File: src/rtl/core/jsu_pkg.sv
// ----------------------------------------------------------------------------
// jsu_pkg
// Types, constants and helper functions shared by the JSON string unescape
// front end, command queue and result back end.
// ----------------------------------------------------------------------------
package jsu_pkg;

  // Input item: one raw byte of the string body, or an end-of-stream mark.
  typedef struct packed {
    logic [7:0] in_byte;
    logic       stream_end;
  } in_item_t;

  // Result item: one decoded byte, a string-closed mark or a parse error.
  typedef struct packed {
    logic [7:0] out_byte;
    logic [1:0] kind;
    logic       last;
  } out_item_t;

  // Result kinds.
  localparam logic [1:0] KIND_DATA   = 2'd0;
  localparam logic [1:0] KIND_CLOSED = 2'd1;
  localparam logic [1:0] KIND_ERROR  = 2'd2;

  // Decoder modes.
  typedef enum logic [1:0] {
    MODE_NORMAL = 2'd0,
    MODE_ESC    = 2'd1,
    MODE_HEX    = 2'd2
  } mode_t;

  // Commands passed from the front end to the back end.
  typedef enum logic [1:0] {
    OP_BYTE   = 2'd0,
    OP_UTF8   = 2'd1,
    OP_CLOSED = 2'd2,
    OP_ERROR  = 2'd3
  } cmd_op_t;

  typedef struct packed {
    cmd_op_t     op;
    logic [15:0] cp;
  } cmd_t;

  // Characters with a special meaning in a string body.
  localparam logic [7:0] CH_QUOTE  = 8'h22;
  localparam logic [7:0] CH_BSLASH = 8'h5c;
  localparam logic [7:0] CH_SLASH  = 8'h2f;
  localparam logic [7:0] CH_LC_B   = 8'h62;
  localparam logic [7:0] CH_LC_F   = 8'h66;
  localparam logic [7:0] CH_LC_N   = 8'h6e;
  localparam logic [7:0] CH_LC_R   = 8'h72;
  localparam logic [7:0] CH_LC_T   = 8'h74;
  localparam logic [7:0] CH_LC_U   = 8'h75;
  localparam logic [7:0] CH_DEL    = 8'h7f;
  localparam logic [7:0] CH_SPACE  = 8'h20;

  // Bytes produced by the single-character escapes.
  localparam logic [7:0] BYTE_BS  = 8'h08;
  localparam logic [7:0] BYTE_FF  = 8'h0c;
  localparam logic [7:0] BYTE_LF  = 8'h0a;
  localparam logic [7:0] BYTE_CR  = 8'h0d;
  localparam logic [7:0] BYTE_TAB = 8'h09;

  // UTF-8 encoding limits and marker bits.
  localparam logic [15:0] UTF8_LIM1  = 16'h0080;
  localparam logic [15:0] UTF8_LIM2  = 16'h0800;
  localparam logic [7:0]  UTF8_LEAD2 = 8'hc0;
  localparam logic [7:0]  UTF8_LEAD3 = 8'he0;
  localparam logic [7:0]  UTF8_CONT  = 8'h80;

  // Value of a hex digit; 16 when the byte is not a hex digit.
  function automatic logic [4:0] hex_value(logic [7:0] b);
    logic [7:0] v;
    v = 8'd16;
    if (b >= 8'h30 && b <= 8'h39) begin
      v = b - 8'h30;
    end else if (b >= 8'h61 && b <= 8'h66) begin
      v = b - 8'h57;
    end else if (b >= 8'h41 && b <= 8'h46) begin
      v = b - 8'h37;
    end
    return v[4:0];
  endfunction

  // Number of result items a command expands into.
  function automatic logic [1:0] cmd_len(cmd_t c);
    logic [1:0] n;
    n = 2'd1;
    if (c.op == OP_UTF8) begin
      if (c.cp < UTF8_LIM1) begin
        n = 2'd1;
      end else if (c.cp < UTF8_LIM2) begin
        n = 2'd2;
      end else begin
        n = 2'd3;
      end
    end
    return n;
  endfunction

  // Result kind of a command.
  function automatic logic [1:0] cmd_kind(cmd_t c);
    logic [1:0] k;
    unique case (c.op)
      OP_CLOSED: k = KIND_CLOSED;
      OP_ERROR:  k = KIND_ERROR;
      default:   k = KIND_DATA;
    endcase
    return k;
  endfunction

  // Byte number idx of the expansion of a command.
  function automatic logic [7:0] cmd_byte(cmd_t c, logic [1:0] idx);
    logic [7:0] b;
    b = 8'd0;
    unique case (c.op)
      OP_BYTE: b = c.cp[7:0];
      OP_UTF8: begin
        if (c.cp < UTF8_LIM1) begin
          b = c.cp[7:0];
        end else if (c.cp < UTF8_LIM2) begin
          if (idx == 2'd0) begin
            b = UTF8_LEAD2 | {3'b000, c.cp[10:6]};
          end else begin
            b = UTF8_CONT | {2'b00, c.cp[5:0]};
          end
        end else begin
          if (idx == 2'd0) begin
            b = UTF8_LEAD3 | {4'b0000, c.cp[15:12]};
          end else if (idx == 2'd1) begin
            b = UTF8_CONT | {2'b00, c.cp[11:6]};
          end else begin
            b = UTF8_CONT | {2'b00, c.cp[5:0]};
          end
        end
      end
      default: b = 8'd0;
    endcase
    return b;
  endfunction

endpackage

File: src/rtl/core/jsu_front.sv
// ----------------------------------------------------------------------------
// jsu_front
// Accepts raw string bytes, tracks the escape mode and hex digits, and turns
// each item that causes results into one command for the back end.
// ----------------------------------------------------------------------------
module jsu_front import jsu_pkg::*; (
  input  logic     clk,
  input  logic     rst,
  input  logic     push,
  input  in_item_t raw,
  input  logic     q_full,
  output logic     q_wr,
  output cmd_t     q_cmd
);

  mode_t       mode, mode_next;
  logic [1:0]  hex_count, hex_count_next;
  logic [11:0] code_accum, code_accum_next;
  logic        accept;
  logic [4:0]  digit;
  logic [7:0]  b;

  assign accept = push && !q_full;
  assign b      = raw.in_byte;
  assign digit  = hex_value(b);

  // Next state of the mode, digit count and accumulated code.
  always_comb begin
    mode_next       = mode;
    hex_count_next  = hex_count;
    code_accum_next = code_accum;
    if (accept) begin
      mode_next       = MODE_NORMAL;
      hex_count_next  = 2'd0;
      code_accum_next = 12'd0;
      if (!raw.stream_end) begin
        unique case (mode)
          MODE_ESC: begin
            if (b == CH_LC_U) begin
              mode_next = MODE_HEX;
            end
          end
          MODE_HEX: begin
            if (!digit[4] && hex_count != 2'd3) begin
              mode_next       = MODE_HEX;
              hex_count_next  = hex_count + 2'd1;
              code_accum_next = {code_accum[7:0], digit[3:0]};
            end
          end
          default: begin
            if (b == CH_BSLASH) begin
              mode_next = MODE_ESC;
            end
          end
        endcase
      end
    end
  end

  // Command written to the queue for the accepted item.
  always_comb begin
    q_wr     = 1'b0;
    q_cmd.op = OP_ERROR;
    q_cmd.cp = 16'd0;
    if (accept) begin
      q_wr = 1'b1;
      if (raw.stream_end) begin
        q_cmd.op = OP_ERROR;
      end else begin
        unique case (mode)
          MODE_ESC: begin
            q_cmd.op = OP_BYTE;
            unique case (b)
              CH_QUOTE:  q_cmd.cp = {8'd0, CH_QUOTE};
              CH_BSLASH: q_cmd.cp = {8'd0, CH_BSLASH};
              CH_SLASH:  q_cmd.cp = {8'd0, CH_SLASH};
              CH_LC_B:   q_cmd.cp = {8'd0, BYTE_BS};
              CH_LC_F:   q_cmd.cp = {8'd0, BYTE_FF};
              CH_LC_N:   q_cmd.cp = {8'd0, BYTE_LF};
              CH_LC_R:   q_cmd.cp = {8'd0, BYTE_CR};
              CH_LC_T:   q_cmd.cp = {8'd0, BYTE_TAB};
              CH_LC_U:   q_wr = 1'b0;
              default:   q_cmd.op = OP_ERROR;
            endcase
          end
          MODE_HEX: begin
            if (digit[4]) begin
              q_cmd.op = OP_ERROR;
            end else if (hex_count != 2'd3) begin
              q_wr = 1'b0;
            end else begin
              q_cmd.op = OP_UTF8;
              q_cmd.cp = {code_accum, digit[3:0]};
            end
          end
          default: begin
            if (b == CH_QUOTE) begin
              q_cmd.op = OP_CLOSED;
            end else if (b == CH_BSLASH) begin
              q_wr = 1'b0;
            end else if (b < CH_SPACE || b == CH_DEL) begin
              q_cmd.op = OP_ERROR;
            end else begin
              q_cmd.op = OP_BYTE;
              q_cmd.cp = {8'd0, b};
            end
          end
        endcase
      end
    end
  end

  // State registers.
  always_ff @(posedge clk) begin
    if (rst) begin
      mode       <= MODE_NORMAL;
      hex_count  <= 2'd0;
      code_accum <= 12'd0;
    end else begin
      mode       <= mode_next;
      hex_count  <= hex_count_next;
      code_accum <= code_accum_next;
    end
  end

  // The digit count only runs while hex digits are being read.
  a_count_in_hex: assert property (@(posedge clk) disable iff (rst)
    hex_count != 2'd0 |-> mode == MODE_HEX)
    else $error("hex digit count set outside hex mode");

  // Every command written leaves the decoder in normal mode.
  a_wr_normal: assert property (@(posedge clk) disable iff (rst)
    q_wr |=> mode == MODE_NORMAL)
    else $error("mode not normal after a command");

  // The front end never writes into a full queue.
  a_no_overflow: assert property (@(posedge clk) disable iff (rst)
    q_wr |-> !q_full)
    else $error("command written while queue full");

endmodule

File: src/rtl/core/jsu_fifo.sv
// ----------------------------------------------------------------------------
// jsu_fifo
// Short command queue between the front end and the back end, held in
// registers and read at the head only.
// ----------------------------------------------------------------------------
module jsu_fifo import jsu_pkg::*; #(
  parameter int DEPTH = 4
) (
  input  logic clk,
  input  logic rst,
  input  logic wr,
  input  cmd_t wr_cmd,
  input  logic rd,
  output cmd_t head,
  output logic full,
  output logic empty
);

  localparam int AW = (DEPTH > 1) ? $clog2(DEPTH) : 1;
  localparam int CW = $clog2(DEPTH + 1);
  localparam logic [AW-1:0] PTR_LAST = AW'(DEPTH - 1);
  localparam logic [CW-1:0] CNT_FULL = CW'(DEPTH);

  cmd_t          slots [DEPTH];
  logic [AW-1:0] wr_ptr, rd_ptr;
  logic [CW-1:0] count;

  assign full  = (count == CNT_FULL);
  assign empty = (count == '0);
  assign head  = slots[rd_ptr];

  // Storage write.
  always_ff @(posedge clk) begin
    if (wr) begin
      slots[wr_ptr] <= wr_cmd;
    end
  end

  // Pointers and fill count.
  always_ff @(posedge clk) begin
    if (rst) begin
      wr_ptr <= '0;
      rd_ptr <= '0;
      count  <= '0;
    end else begin
      if (wr) begin
        wr_ptr <= (wr_ptr == PTR_LAST) ? '0 : wr_ptr + AW'(1);
      end
      if (rd) begin
        rd_ptr <= (rd_ptr == PTR_LAST) ? '0 : rd_ptr + AW'(1);
      end
      if (wr && !rd) begin
        count <= count + CW'(1);
      end else if (rd && !wr) begin
        count <= count - CW'(1);
      end
    end
  end

  // The fill count stays within the queue depth.
  a_count_range: assert property (@(posedge clk) disable iff (rst)
    count <= CNT_FULL)
    else $error("queue count beyond depth");

  // The back end reads only a command that is there.
  a_no_underflow: assert property (@(posedge clk) disable iff (rst)
    rd |-> !empty)
    else $error("queue read while empty");

  // A lone write grows the queue by one entry.
  a_count_step: assert property (@(posedge clk) disable iff (rst)
    wr && !rd |=> count == $past(count) + CW'(1))
    else $error("queue count did not follow a write");

endmodule

File: src/rtl/core/jsu_back.sv
// ----------------------------------------------------------------------------
// jsu_back
// Expands each queued command into one to three result items and holds the
// oldest result in an output register until it is taken.
// ----------------------------------------------------------------------------
module jsu_back import jsu_pkg::*; (
  input  logic      clk,
  input  logic      rst,
  input  cmd_t      head,
  input  logic      q_empty,
  output logic      q_rd,
  input  logic      pop,
  output logic      empty,
  output out_item_t result
);

  logic       res_valid;
  logic [1:0] idx;
  logic       load;
  logic       last_of_cmd;
  logic [1:0] len;

  assign len         = cmd_len(head);
  assign last_of_cmd = (idx == len - 2'd1);
  assign load        = !res_valid || pop;
  assign q_rd        = load && !q_empty && last_of_cmd;
  assign empty       = !res_valid;

  // Output register: refilled whenever it is free or being taken.
  always_ff @(posedge clk) begin
    if (load && !q_empty) begin
      result.out_byte <= cmd_byte(head, idx);
      result.kind     <= cmd_kind(head);
      result.last     <= last_of_cmd;
    end
  end

  // Valid flag and position within the current command.
  always_ff @(posedge clk) begin
    if (rst) begin
      res_valid <= 1'b0;
      idx       <= 2'd0;
    end else if (load) begin
      res_valid <= !q_empty;
      if (!q_empty) begin
        idx <= last_of_cmd ? 2'd0 : idx + 2'd1;
      end
    end
  end

  // A close or error mark is always the only result of its item.
  a_mark_last: assert property (@(posedge clk) disable iff (rst)
    res_valid && result.kind != KIND_DATA |-> result.last)
    else $error("close or error result not marked last");

  // No command expands into more than three results.
  a_idx_range: assert property (@(posedge clk) disable iff (rst)
    idx != 2'd3)
    else $error("result position out of range");

endmodule

File: src/rtl/core/json_string_unescape.sv
// ----------------------------------------------------------------------------
// json_string_unescape
// Decodes a JSON string body one byte per item into bytes, UTF-8 sequences
// for unicode escapes, string-closed marks and parse errors.
// ----------------------------------------------------------------------------
// Path: an accepted item is written into the command queue; its results are
// then loaded into the output register whenever that register is free or taken.
// Throughput: one item per cycle unless the queue is full; the output register
// gives one result per cycle while popped, once per UTF-8 byte of an escape.
// Reset (rst, synchronous): returns to normal mode, empties the command queue
// and the output register; no clearing pass is needed.
// ----------------------------------------------------------------------------
module json_string_unescape import jsu_pkg::*; #(
  parameter int QUEUE_DEPTH = 4
) (
  input  logic      clk,
  input  logic      rst,
  input  logic      push,
  output logic      full,
  input  in_item_t  raw,
  output logic      empty,
  input  logic      pop,
  output out_item_t result
);

  logic q_wr, q_rd, q_full, q_empty;
  cmd_t q_cmd, q_head;

  assign full = q_full;

  // Front end: mode tracking and classification.
  jsu_front u_front (
    .clk    (clk),
    .rst    (rst),
    .push   (push),
    .raw    (raw),
    .q_full (q_full),
    .q_wr   (q_wr),
    .q_cmd  (q_cmd)
  );

  // Command queue.
  jsu_fifo #(
    .DEPTH (QUEUE_DEPTH)
  ) u_fifo (
    .clk    (clk),
    .rst    (rst),
    .wr     (q_wr),
    .wr_cmd (q_cmd),
    .rd     (q_rd),
    .head   (q_head),
    .full   (q_full),
    .empty  (q_empty)
  );

  // Back end: result expansion and output register.
  jsu_back u_back (
    .clk     (clk),
    .rst     (rst),
    .head    (q_head),
    .q_empty (q_empty),
    .q_rd    (q_rd),
    .pop     (pop),
    .empty   (empty),
    .result  (result)
  );

endmodule

File: config.mk
export PLATFORM = sky130hd
export DESIGN_NAME = json_string_unescape
export DESIGN_NICKNAME = d
export VERILOG_FILES = /design/src/rtl/core/jsu_pkg.sv /design/src/rtl/core/jsu_front.sv /design/src/rtl/core/jsu_fifo.sv /design/src/rtl/core/jsu_back.sv /design/src/rtl/core/json_string_unescape.sv
export SDC_FILE = /design/constraint.sdc
export NUM_CORES = 1
export LEC_CHECK = 0
export ABC_AREA = 0
export BUFFER_PORTS_ARGS = -buffer_cell sky130_fd_sc_hd__buf_2
export CAP_MARGIN = 20
export CELL_PAD_IN_SITES_DETAIL_PLACEMENT = 1
export CELL_PAD_IN_SITES_GLOBAL_PLACEMENT = 1
export CORE_UTILIZATION = 30
export DETAILED_ROUTE_END_ITERATION = 10
export PLACE_DENSITY_LB_ADDON = 0.15
export RECOVER_POWER = 25
export SYNTH_ARGS = -nofsm -noshare
export SYNTH_HDL_FRONTEND = slang
export SYNTH_SLANG_ARGS = --single-unit
export TNS_END_PERCENT = 1
File: constraint.sdc
create_clock -name clk -period 3.4 [get_ports clk]
set_input_delay 0.51 -clock clk [delete_from_list [all_inputs] [get_ports clk]]
set_output_delay 0.51 -clock clk [all_outputs]
set_load 0.01 [all_outputs]
# After elaboration in Yosys (flattened, before gate mapping)
# Memory sizes are Yosys's and may differ from the RTL's. A register that Yosys moved wholly into a read port is not among the register bits.
# Cells that the tools add are included.
word_totals:
  n_memories: 1
  word_cells: 131
  romBits: 0
  out_inout_bits: 13
  in_bits: 13
  latchBits: 0
  mem_bits_rw: 72
  register_bits: 37
mem_list:
  columns: ["name", "depth", "word_bits", "read_ports", "rd_clocked_by_memory_dff", "wr", "line", "source"]
  rows:
  - ["u_fifo.slots", 4, 18, 1, 1, 1, "jsu_fifo.sv:24", "cmd_t slots [DEPTH];"]
classes:
  shift: 0
  n_eq_ne: 21
  bitwise: 1
  order_cmp: 9
  muxes: 55
  n_div: 0
  mul: 0
  add_sub_neg: 10
  n_reduce_logical: 23
op_table:
  columns: ["cell", "n"]
  rows:
  - ["8-bit by 7-bit equality test with 1-bit output, second input constant", 8]
  - ["7-bit case mux with 8 select lines", 1]
  - ["18-bit two-way mux", 3]
  - ["16-bit two-way mux", 3]
  - ["12-bit two-way mux", 3]
  - ["2-bit two-way mux", 18]
  - ["18-bit case mux with 2 select lines", 1]
  - ["8-bit two-way mux", 4]
  - ["8-bit by 6-bit equality test with 1-bit output, second input constant", 2]
  - ["8-bit by 7-bit >= comparator with 1-bit output, second input constant", 2]
  - ["8-bit by 7-bit less-or-equal comparator with 1-bit output, second input constant", 2]
  - ["16-bit by 12-bit less-than comparator with 1-bit output, second input constant", 1]
  - ["16-bit by 8-bit less-than comparator with 1-bit output, second input constant", 1]
  - ["8-bit case mux with 2 select lines", 1]
  - ["5-bit two-way mux", 3]
  - ["5-bit subtractor, second input constant", 3]
  - ["1-bit two-way mux", 11]
  - ["2-bit equality test, second input constant", 5]
  - ["1-bit logical AND", 9]
  - ["9-bit OR reduction", 1]
  - ["2-bit by 1-bit adder with 2-bit output, second input constant", 4]
  - ["8-bit by 6-bit >= comparator with 1-bit output, second input constant", 1]
  - ["8-bit by 6-bit less-or-equal comparator with 1-bit output, second input constant", 1]
  - ["8-bit by 6-bit less-than comparator with 1-bit output, second input constant", 1]
  - ["19 further kinds", 30]

# Depth between registers and ports, before layout
# Gate-level depths: netlist (run 1).
depth:
  ltp_word: 13
  ltp_mapped: 14
  depth_no_buf: 13

# Cells and area by module
# A second synthesis (run 1) with hierarchy kept.
unflattened:
  hier_cells: 440
  hier_area_um2: 5575.3
by_module_without_submodules:
  columns: ["mod", "seq_area_each_um2", "n_inst", "area_per_inst_um2", "cells_per_inst"]
  rows:
  - ["jsu_fifo", 2342.2, 1, 3079.2, 138]
  - ["jsu_front", 320.3, 1, 1468.9, 189]
  - ["jsu_back", 390.4, 1, 1027.2, 113]

# Least setup slack after synthesis (run 1)
# No wires, ideal clock.
synth_timing:
  kind: "register to register"
  start: "register with a tool-made name"
  end: "register u_fifo.count[2]"
  path_stages_with_launch: 15
  setup_ps: 71
  slack_ps: 2
  n_path_buf: 2
  arrival_ps: 3328
  required_ps: 3329
  period_less_slack_ps: 3398
  cell_sequence: "dfxtp_1 buf_6 buf_6 mux4_2 nand2b_1 a31o_2 a211o_2 and2_4 inv_1 ha_1 inv_1 fa_1 xor2_1 or3_1 a21oi_1"
synth_rtl:
  columns: ["item", "line", "source"]
  rows:
  - ["end signal, assigned", "jsu_fifo.sv:53", "count <= count + CW'(1);"]
  - ["end signal, assigned", "jsu_fifo.sv:55", "count <= count - CW'(1);"]
  - ["end, declared", "jsu_fifo.sv:26", "logic [CW-1:0] count;"]

==> results.json, run 1 <==
{
  "status": "complete, no violations",
  "crit_required_ns": 3.68,
  "pwr-share-comb_pct": 38.9,
  "finalCritPeriodShare_pct": 98.0,
  "rrSetupSlack_ns": 0.07,
  "core_um2": 17400,
  "relSlewSlack_pct": 55.7,
  "cts_hold_buf": 0,
  "rsz0062_at_grt": "true",
  "first_iter_violations": 172,
  "start_util_pct": 31.0,
  "die-height_um": 136,
  "met2_usage_pct": 24.7,
  "ys.flop_type": "edfxtp_1",
  "setup_viol": 0,
  "max-cap-violations": 0,
  "p_switching_w": 0.00149,
  "ys_ff_latch": 111,
  "clk_path_buf_depth": 2,
  "antenna_found_initial": 0,
  "portBuffers": 25,
  "met3_usage_pct": 3.21,
  "grt-busiest-layer": "met2",
  "die-area_um2": 18500,
  "root_buffer": "clkbuf_16",
  "tightest_slew_ns": 0.661,
  "fin_area_um2": 6470,
  "drc": 0,
  "synth_top_cell_by_area": "edfxtp_1",
  "finalCriticalPeriod_ns": 3.33,
  "finClkSkew_ns": 0.0122,
  "dr_total_vias": 3598,
  "place_hpwl_um": 9220,
  "crit_type": "register to register",
  "crit_fanout": 4,
  "synth_edf_count": 83,
  "worst_ir_drop_vdd_v": 0.000255,
  "dp.cells": 688,
  "ant_nets": 0,
  "fmax_mhz": 300,
  "cp.arrival_ns": 3.61,
  "grt_max_degree": 32,
  "total_leakage_power_nw": 2.32,
  "synthArstFlopShare_pct": 0,
  "internal_power_w": 0.00312,
  "synth_cell_types": 68,
  "clkPwrFrac_pct": 22.8,
  "dr.pass1.iters": 4,
  "hold_viol": 0,
  "overflow": 0,
  "seq_area_frac_synth_pct": 56.6,
  "fillerInstances": 1880,
  "first_global_vias": 3745,
  "cts_buffers": 9,
  "yosysWarnings": 0,
  "n_antenna_cell": 0,
  "p_per_area_nw_per_um2": 713,
  "netSwitchingFraction_pct": 32.4,
  "drive_gt1_share_pct": 25.8,
  "place_area_um2": 6020,
  "r2r_cells": 15,
  "synthCells": 418,
  "layout_commonest_cell": "edfxtp_1",
  "path_clk_slew_ns": 0.07,
  "syn_to_final_growth_pct": 19.9,
  "drt-total-wl_um": 12700,
  "synth.area.top_cells": "edfxtp_1 46%, dfxtp_1 10%, mux4_2 6.7%, ha_1 3.7%, nor2_1 2.4%",
  "cts_tree": "built",
  "io_pins": 26,
  "multi_input_comb_area_um2": 2200,
  "cts_sinks": 111,
  "regArea_um2": 3050,
  "grt_usage_pct": 14.7,
  "final_nets": 517,
  "holdCritPathClass": "input pin to register",
  "die_w_um": 136,
  "final_cell_mix": "83 x edfxtp_1, 45 x buf_4, 35 x nor2_1, 27 x dfxtp_1, 24 x nand2_1",
  "viasPerCell": 5.02,
  "grtUsageMet1_pct": 19.1,
  "hold_depth": 4,
  "htreeDepth": 3,
  "core.rowCount": 48,
  "fin_cells": 717,
  "maxSlewViolCount": 0,
  "start_kind": "register",
  "place_congestion": 0.762,
  "critical_path.endpoint_type": "register",
  "seqPwrFrac_pct": 38.3,
  "wl_per_cell_um": 17.7,
  "syn_nets": 448,
  "synth.avg_cell_area_um2": 12.9,
  "grt_pass1_wl_um": 20500,
  "worstSkewPairLatency_ns": 0.35,
  "yosysTopAreaCellShare_pct": 46.2,
  "synth_area_um2": 5400
}
-- worst max-delay path, stage by stage, from the launching register on --
cell	delay, ns
dfxtp_2	0.34
buf_12	0.11
buf_8	0.10
mux4_2	0.53
buf_8	0.14
or4b_4	0.48
nor4_2	0.25
a211o_2	0.15
and2_4	0.14
inv_2	0.04
ha_4	0.15
buf_4	0.12
buf_4	0.12
xor2_1	0.16
or3_1	0.31
a21oi_1	0.12
-- state kept, by name, summed over array words and instances (netlist names), named ones only --
register,count
u_fifo.wr_ptr,2
u_back.res_valid,1
u_fifo.rd_ptr,2
u_back.idx,2
u_fifo.count,3
u_fifo.slots,72
u_front.hex_count,2
u_back.result,11
u_front.code_accum,12
u_front.mode,2
-- cells in the mapped netlist, drive strengths merged (2+ instances only) --
cell	count
nand4b	3
and2	6
nand3b	4
a221oi	5
nand2	25
nor3b	3
o22ai	2
dfxtp	28
o21bai	2
nor2	36
inv	22
o211a	3
ha	16
nand2b	11
buf	6
o31ai	4
a22oi	15
edfxtp	83
mux2i	9
and3	9
nand3	4
a2111oi	3
mux4	18
or4b	3
xor2	2
or3	2
a211oi	5
a21oi	17
clkbuf	13
a31o	2
or4	3
or4bb	2
o21ai	12
nor3	15
nor4	5
a31oi	2
o32ai	2
nor2b	2
-- worst paths after layout --
check / startpoint / endpoint
setup reg to reg: register / u_fifo.count[2]
hold reg to reg: u_back.res_valid / u_back.res_valid
setup / recovery: register / u_fifo.count[2]
hold / removal: pop / u_back.res_valid
-- layer usage --
layer	routed length, µm	up-vias
li1	-	1738
met1	6000	1812
met2	6270	39
met3	295	9
met4	128	0
met5	0	-
-- cell families (layout without fill, tap and decap cells) --
| logic type | after synthesis | in the layout | share of synthesized area (%) |
|---|---|---|---|
| AO/OA/AOI/OAI | 81 | 81 | 10.8 |
| XOR/XNOR | 3 | 3 | 0.487 |
| adder cells (fa/ha/maj) | 17 | 17 | 4.08 |
| buffers and inverters | 41 | 115 | 3.29 |
| flip-flops | 111 | 111 | 56.6 |
| multiplexers | 28 | 28 | 9.53 |
| AND/OR/NAND/NOR | 137 | 137 | 15.2 |
-- what timing repair did --
action	CTS	global route
cloned	0	0
pin swaps	8	2
buffers inserted	13	0
resized for setup	9	7
endpoints found under the setup margin	1	2
-- power by group through the flow --
| stage | sequential, W | clock (W) | combinational [W] |
|---|---|---|---|
| final | 0.00177 | 0.00105 | 0.00179 |
| after global routing | 0.00179 | 0.00114 | 0.00198 |
| after detailed placement | 0.00179 | 0 | 0.00164 |
| after global placement | 0.00179 | 0 | 0.00162 |
| after CTS | 0.00177 | 0.00109 | 0.00180 |
| after floorplan | 0.00182 | 0 | 0.00106 |
-- final cells by class --
cell class              instances  share of cell area [%]
flip-flops and latches        111                    47.2
multi-input cells             266                    34.0
repair buffers                 77                    8.67
well taps                     225                    4.35
clock buffers                  11                    3.60
inverters                      22                    1.28
clock inverters                 5                   0.890
-- stage by stage --
| stage | worst slack (ns) | power (W) | hold WS, ns | setup TNS [ns] | utilization, % |
|---|---|---|---|---|---|
| floorplan | 0.00153 | 0.00288 | 0.445 | 0 | - |
| finish | 0.0674 | 0.00461 | 0.434 | 0 | 37.1 |
| global route | -0.0322 | 0.00490 | 0.425 | -0.0322 | 37.1 |
| global placement | 0.0174 | 0.00341 | 0.457 | 0 | 34.6 |
| CTS | 0.0257 | 0.00466 | 0.419 | 0 | 37.1 |
| detailed placement | -0.0613 | 0.00343 | 0.472 | -0.0613 | 34.6 |
(Power assumes the default switching activity.)
==> run 2: changes to the inputs <==
Settings changed: ABC_AREA 0 to 1, CORE_MARGIN set to 5, PLACE_DENSITY_LB_ADDON 0.15 to 0.12.
==> run 2 against run 1 <==
Hold slack improved by 0.036 ns. Clock skew fell by 0.0014 ns. Largest cell class unchanged. Synthesized cell count rose by 50%.
==> results.json, run 2 <==
{
  "status": "complete, no violations",
  "io_pins": 26,
  "seq_area_frac_synth_pct": 54.0,
  "die_w_um": 147,
  "n_antenna_cell": 0,
  "holdCritPathClass": "register to register",
  "cp.arrival_ns": 3.33,
  "fin_cells": 897,
  "overflow": 0,
  "dr.pass1.iters": 4,
  "maxSlewViolCount": 0,
  "p_per_area_nw_per_um2": 704,
  "fillerInstances": 2220,
  "first_global_vias": 4478,
  "yosysTopAreaCellShare_pct": 44.1,
  "tightest_slew_ns": 0.797,
  "first_iter_violations": 191,
  "rsz0062_at_grt": "false",
  "htreeDepth": 3,
  "cts_sinks": 111,
  "synth_common_cells": "164 x nand2_1, 83 x edfxtp_1, 61 x inv_1",
  "path_clk_slew_ns": 0.08,
  "postCtsResizedCells": 0,
  "dr_wl_met2_um": 7350,
  "grt_pass1_wl_um": 24300,
  "viasPerCell": 4.76,
  "crit_type": "register to register",
  "largest_reg_flops": 72,
  "top_regs": "u_fifo.slots: 72 flops, u_front.code_accum: 12 flops, u_back.result: 11 flops",
  "setup_viol": 0,
  "place_congestion": 0.871,
  "cp_cell_sequence": "clkbuf_1 > nand2_1 > nand3_1 > nand2_1 > nor2_4 > o21ai_1 > nand2_1 > nand2_2 > nand3_2 > ha_1 > inv_1 > fa_1 > a21oi_1 > o21ai_0 > o21ai_0 > a21oi_1",
  "fin_ws_ns": 0.316,
  "drt-total-wl_um": 14800,
  "clk_path_buf_depth": 2,
  "fmax_mhz": 324,
  "grt_max_degree": 37,
  "core_um2": 18600,
  "dp.cells": 881,
  "post_cts_buffers": 0,
  "min_from": "u_front.code_accum[10]",
  "critical_path.endpoint_type": "register",
  "synthCells": 627,
  "wl_per_cell_um": 16.5,
  "yosysWarnings": 0,
  "root_buffer": "clkbuf_16",
  "wl_met1_um": 6910,
  "slowest_delay_ns": 0.57,
  "highest_layer": "met4",
  "crit_required_ns": 3.64,
  "grt_usage_pct": 14.4,
  "cts_hold_buf": 0,
  "synthArstFlopShare_pct": 0,
  "synth_edf_count": 83,
  "drc": 0,
  "synth_cell_types": 39,
  "antenna_found_initial": 0,
  "start_kind": "register",
  "finClkSkew_ns": 0.0107,
  "total_leakage_power_nw": 2.55,
  "syn_nets": 657,
  "cp_slowest_cell": "dfxtp_1",
  "final_nets": 688,
  "portBuffers": 25,
  "layout_commonest_cell": "nand2_1",
  "multi_input_comb_area_um2": 2210,
  "synth_area_um2": 5650,
  "start_util_pct": 30.3,
  "ys.flop_type": "edfxtp_1",
  "core.rowCount": 50,
  "crit_fanout": 8,
  "wl_met3_um": 301,
  "regMostFlops": "u_fifo.slots",
  "crit_path_frequent_cell": "nand2_1",
  "synth.area.top_cells": "edfxtp_1 44%, nand2_1 11%, dfxtp_1 9.9%, nand3_1 4.2%, inv_1 4.1%",
  "relSlewSlack_pct": 46.8,
  "syn_to_final_growth_pct": 12.0,
  "ant_nets": 0,
  "die-area_um2": 21700,
  "max-cap-violations": 0,
  "ys_ff_latch": 111,
  "place_hpwl_um": 11000,
  "fin_setup_tns_ns": 0,
  "die-height_um": 147,
  "cts_tree": "built",
  "synth_most_common_cell": "nand2_1",
  "hold_viol": 0,
  "regArea_um2": 3050,
  "cts_buffers": 9,
  "drive_gt1_share_pct": 11.9,
  "synth_top_cell_by_area": "edfxtp_1",
  "pre_cts_ws_ns": 0.0559,
  "finalCritPeriodShare_pct": 90.7,
  "final_cell_mix": "165 x nand2_1, 83 x edfxtp_1, 62 x inv_1, 53 x nor2_1, 48 x nand3_1",
  "synth.avg_cell_area_um2": 9.02,
  "worstSkewPairLatency_ns": 0.36,
  "finalCriticalPeriod_ns": 3.08,
  "worst_ir_drop_vdd_v": 0.000289,
  "dr_total_vias": 4274
}
-- run 2: changes by cell type after synthesis, sizes merged, moves of 11 or more --
cell    before  now
o21ai       12   37
a21oi       17   34
nor3        15    3
nor2        36   59
nand2       25  180
mux4        18    0
inv         22   69
nand3        4   53
o211ai       1   16
nand2b      11    0
-- run 2: report_power, final --
part	switching, W	leakage, nW	total, W	internal [W]
clock	0.000525	0.149	0.00111	0.000588
sequential	0.0000812	1.01	0.00179	0.00171
combinational	0.00109	1.38	0.00156	0.000465
-- run 2: cells by family (layout without fill, tap and decap cells) --
group | Yosys count | after routing | share of synthesized area (%)
buffers and inverters | 86 | 122 | 6.73
and+or+nand+nor | 310 | 310 | 24.9
DFF | 111 | 111 | 54.0
adders and majority gates | 17 | 17 | 3.90
AOI/OAI and AO/OA | 103 | 103 | 10.5
-- run 2: final timing paths --
path                                 end  slack, ns  depth (start not counted)
hold / removal    u_front.code_accum[10]       0.47                          2
setup / recovery         u_fifo.count[2]       0.32                         16
setup reg to reg         u_fifo.count[2]       0.32                         16
hold reg to reg   u_front.code_accum[10]       0.47                          2
-- run 2: final cells by class --
class,instances,share of cell area (%)
repair buffers,37,3.22
clock buffers,9,3.56
well taps,234,4.62
clock inverters,7,1.32
inverters,69,4.21
multi-input cells,430,34.9
flip-flops and latches,111,48.2
-- run 2: critical path: cells and delay by family, from the launching register on --
| kind | cells | cell delay (ns) |
|---|---|---|
| AOI/OAI and AO/OA | 5 | 0.63 |
| adders and majority gates | 2 | 0.58 |
| buffers and inverters | 2 | 0.36 |
| DFF | 1 | 0.57 |
| and+or+nand+nor | 7 | 0.81 |
-- run 2: layer usage --
metal	up-vias	track usage (%)
li1	2169	-
met5	-	0
met3	19	2.31
met4	0	5.27
met1	2054	18.2
met2	32	24.8
-- run 2: stage by stage --
stage / util [%] / cell area, µm² / hold slack (ns) / total power [W]
after floorplan: - / 5650 / 0.445 / 0.00294
after global placement: 32.5 / 6060 / 0.454 / 0.00341
after detailed placement: 32.5 / 6060 / 0.461 / 0.00345
after CTS: 34.2 / 6370 / 0.473 / 0.00457
after global routing: 34.0 / 6330 / 0.493 / 0.00480
final: 34.0 / 6330 / 0.469 / 0.00446
==> run 3: changes to the inputs <==
Settings changed: CORE_MARGIN 5 to 4, RECOVER_POWER 25 to 50, SLEW_MARGIN set to 20.
==> run 3 against run 2 <==
Combinational power about the same. Core utilization increased by 0.62 points. Count of clock-buffer cells in the layout unchanged. Hold slack got worse by 0.00088 ns. First-iteration DRC count increased by 6.3%. Cell area decreased by 0.20%. Non-clock buffer count increased by 1. Sequential share of layout area increased by 0.095 points. Die area decreased by 2.7%. Highest routed layer unchanged.
==> results.json, run 3 (synthesis gave the netlist of run 2 again) <==
{
  "status": "complete, no violations",
  "critical_path.endpoint_type": "register",
  "start_util_pct": 30.9,
  "layout_commonest_cell": "nand2_1",
  "cts_tree": "built",
  "final_util_pct": 34.6,
  "dr.pass1.iters": 4,
  "crit_path_frequent_cell": "nand2_1",
  "hold_viol": 0,
  "rsz0062_at_grt": "false",
  "htreeDepth": 3,
  "finClkSkew_ns": 0.0168,
  "crit_fanout": 8,
  "max-cap-violations": 0,
  "crit_type": "input pin to register",
  "hold_depth": 2,
  "drive_gt1_share_pct": 11.3,
  "min_from": "u_front.code_accum[10]",
  "grt_max_degree": 37,
  "core_um2": 18300,
  "worstSkewPairLatency_ns": 0.35,
  "tightest_slew_ns": 0.645,
  "fin_setup_tns_ns": 0,
  "n_antenna_cell": 0,
  "setup_viol": 0,
  "postCtsResizedCells": 0,
  "start_kind": "input pin",
  "holdCritPathClass": "register to register",
  "die-height_um": 145,
  "die_w_um": 145,
  "p_per_area_nw_per_um2": 710,
  "dr_total_vias": 4349,
  "relSlewSlack_pct": 56.8,
  "place_hpwl_um": 11100,
  "drc": 0,
  "viasPerCell": 4.87,
  "clk_path_buf_depth": 2,
  "total_leakage_power_nw": 2.56,
  "fmax_mhz": 330,
  "drt-total-wl_um": 14900,
  "cp_cell_sequence": "buf_2 > inv_1 > ha_1 > nand2_1 > nand3_1 > nand2_1 > nand2_1 > nand3_1 > nand2_1 > nand3_1 > nand2_1 > nand2_1 > nand2_1 > inv_1 > ha_1 > inv_1 > fa_1 > a21oi_1 > o21ai_0 > o21ai_0 > a21oi_1",
  "grt_usage_pct": 14.5,
  "fillerInstances": 2146,
  "syn_to_final_growth_pct": 11.8,
  "finalCriticalPeriod_ns": 3.03,
  "cts_hold_buf": 0,
  "overflow": 0,
  "timing.rr.end": "u_fifo.count[2]",
  "seqPwrFrac_pct": 39.9,
  "ant_nets": 0,
  "slowest_delay_ns": 0.45,
  "internal_power_w": 0.00278,
  "top_regs": "u_fifo.slots: 72 flops, u_front.code_accum: 12 flops, u_back.result: 11 flops",
  "finalCritPeriodShare_pct": 89.1,
  "grt_pass1_wl_um": 24400,
  "final_nets": 689,
  "cp.arrival_ns": 3.27,
  "crit_required_ns": 3.63,
  "r2r_cells": 18,
  "first_global_vias": 4541,
  "core.rowCount": 49,
  "maxSlewViolCount": 0,
  "clkPwrFrac_pct": 25.0,
  "first_iter_violations": 203,
  "place_congestion": 0.847,
  "p_switching_w": 0.00171,
  "cp_slowest_cell": "fa_1",
  "cts_buffers": 9,
  "final_cell_mix": "167 x nand2_1, 83 x edfxtp_1, 62 x inv_1, 55 x nor2_1, 50 x nand3_1",
  "rrSetupSlack_ns": 0.38,
  "cts_sinks": 111,
  "die-area_um2": 21100,
  "portBuffers": 25,
  "largest_reg_flops": 72,
  "pwr-share-comb_pct": 35.1,
  "post_cts_buffers": 0,
  "io_pins": 26,
  "worst_ir_drop_vdd_v": 0.000289,
  "regMostFlops": "u_fifo.slots",
  "root_buffer": "clkbuf_16",
  "antenna_found_initial": 0,
  "path_clk_slew_ns": 0.08,
  "min_to": "u_front.code_accum[10]",
  "netSwitchingFraction_pct": 38.1,
  "wl_per_cell_um": 16.7
}
-- run 3: routing by layer --
layer	share of wire (%)	up-vias	track usage (%)	routed length, µm
met1	47	2120	18.6	7020
met2	49	43	25.3	7360
met4	1.8	0	3.75	264
li1	-	2174	-	-
met3	1.9	12	2.53	285
met5	0	-	0	0
-- run 3: area by class of cell --
class	instances	area, µm²	share of cell area (%)
Inverter	69	267	4.22
Clock inverter	7	96.3	1.52
Clock buffer	9	225	3.56
Tap cell	229	287	4.53
Timing Repair Buffer	38	210	3.33
Sequential cell	111	3050	48.3
Multi-Input combinational cell	430	2180	34.5
-- run 3: worst max-delay path, delay by kind of cell --
family	cells	cell delay (ns)
and+or+nand+nor	10	1.03
adders and majority gates	3	0.82
AOI/OAI and AO/OA	4	0.48
buffers and inverters	4	0.42
-- run 3: through the flow --
| step | power [W] | cell area [µm²] | setup slack, ns | std cells | hold slack, ns |
|---|---|---|---|---|---|
| after global placement | 0.00340 | 6060 | 0.223 | 877 | 0.456 |
| after global routing | 0.00484 | 6320 | 0.0128 | 893 | 0.490 |
| final | 0.00449 | 6320 | 0.370 | 893 | 0.469 |
| after CTS | 0.00461 | 6380 | 0.350 | 893 | 0.469 |
| after detailed placement | 0.00347 | 6060 | 0.0817 | 877 | 0.457 |
| after floorplan | 0.00294 | 5650 | 0.635 | 627 | 0.445 |
-- run 3: worst max path at each step --
stage | start | endpoint | cells past startpoint
finish | raw[1] | u_fifo.count[2] | 21
global route | raw[1] | u_fifo.count[2] | 21
CTS | register | u_fifo.count[2] | 18
detailed placement | raw[1] | u_fifo.count[2] | 21
global placement | raw[1] | u_fifo.count[2] | 21
floorplan | raw[1] | u_fifo.count[2] | 20
-- run 3: power groups by stage --
stage | Clock, W | Sequential (W) | Combinational (W)
2_1_floorplan | 0 | 0.00183 | 0.00111
3_3_place_gp | 0 | 0.00181 | 0.00159
3_5_place_dp | 0 | 0.00182 | 0.00165
4_1_cts | 0.00117 | 0.00179 | 0.00165
5_1_grt | 0.00122 | 0.00181 | 0.00180
6_report | 0.00112 | 0.00179 | 0.00158
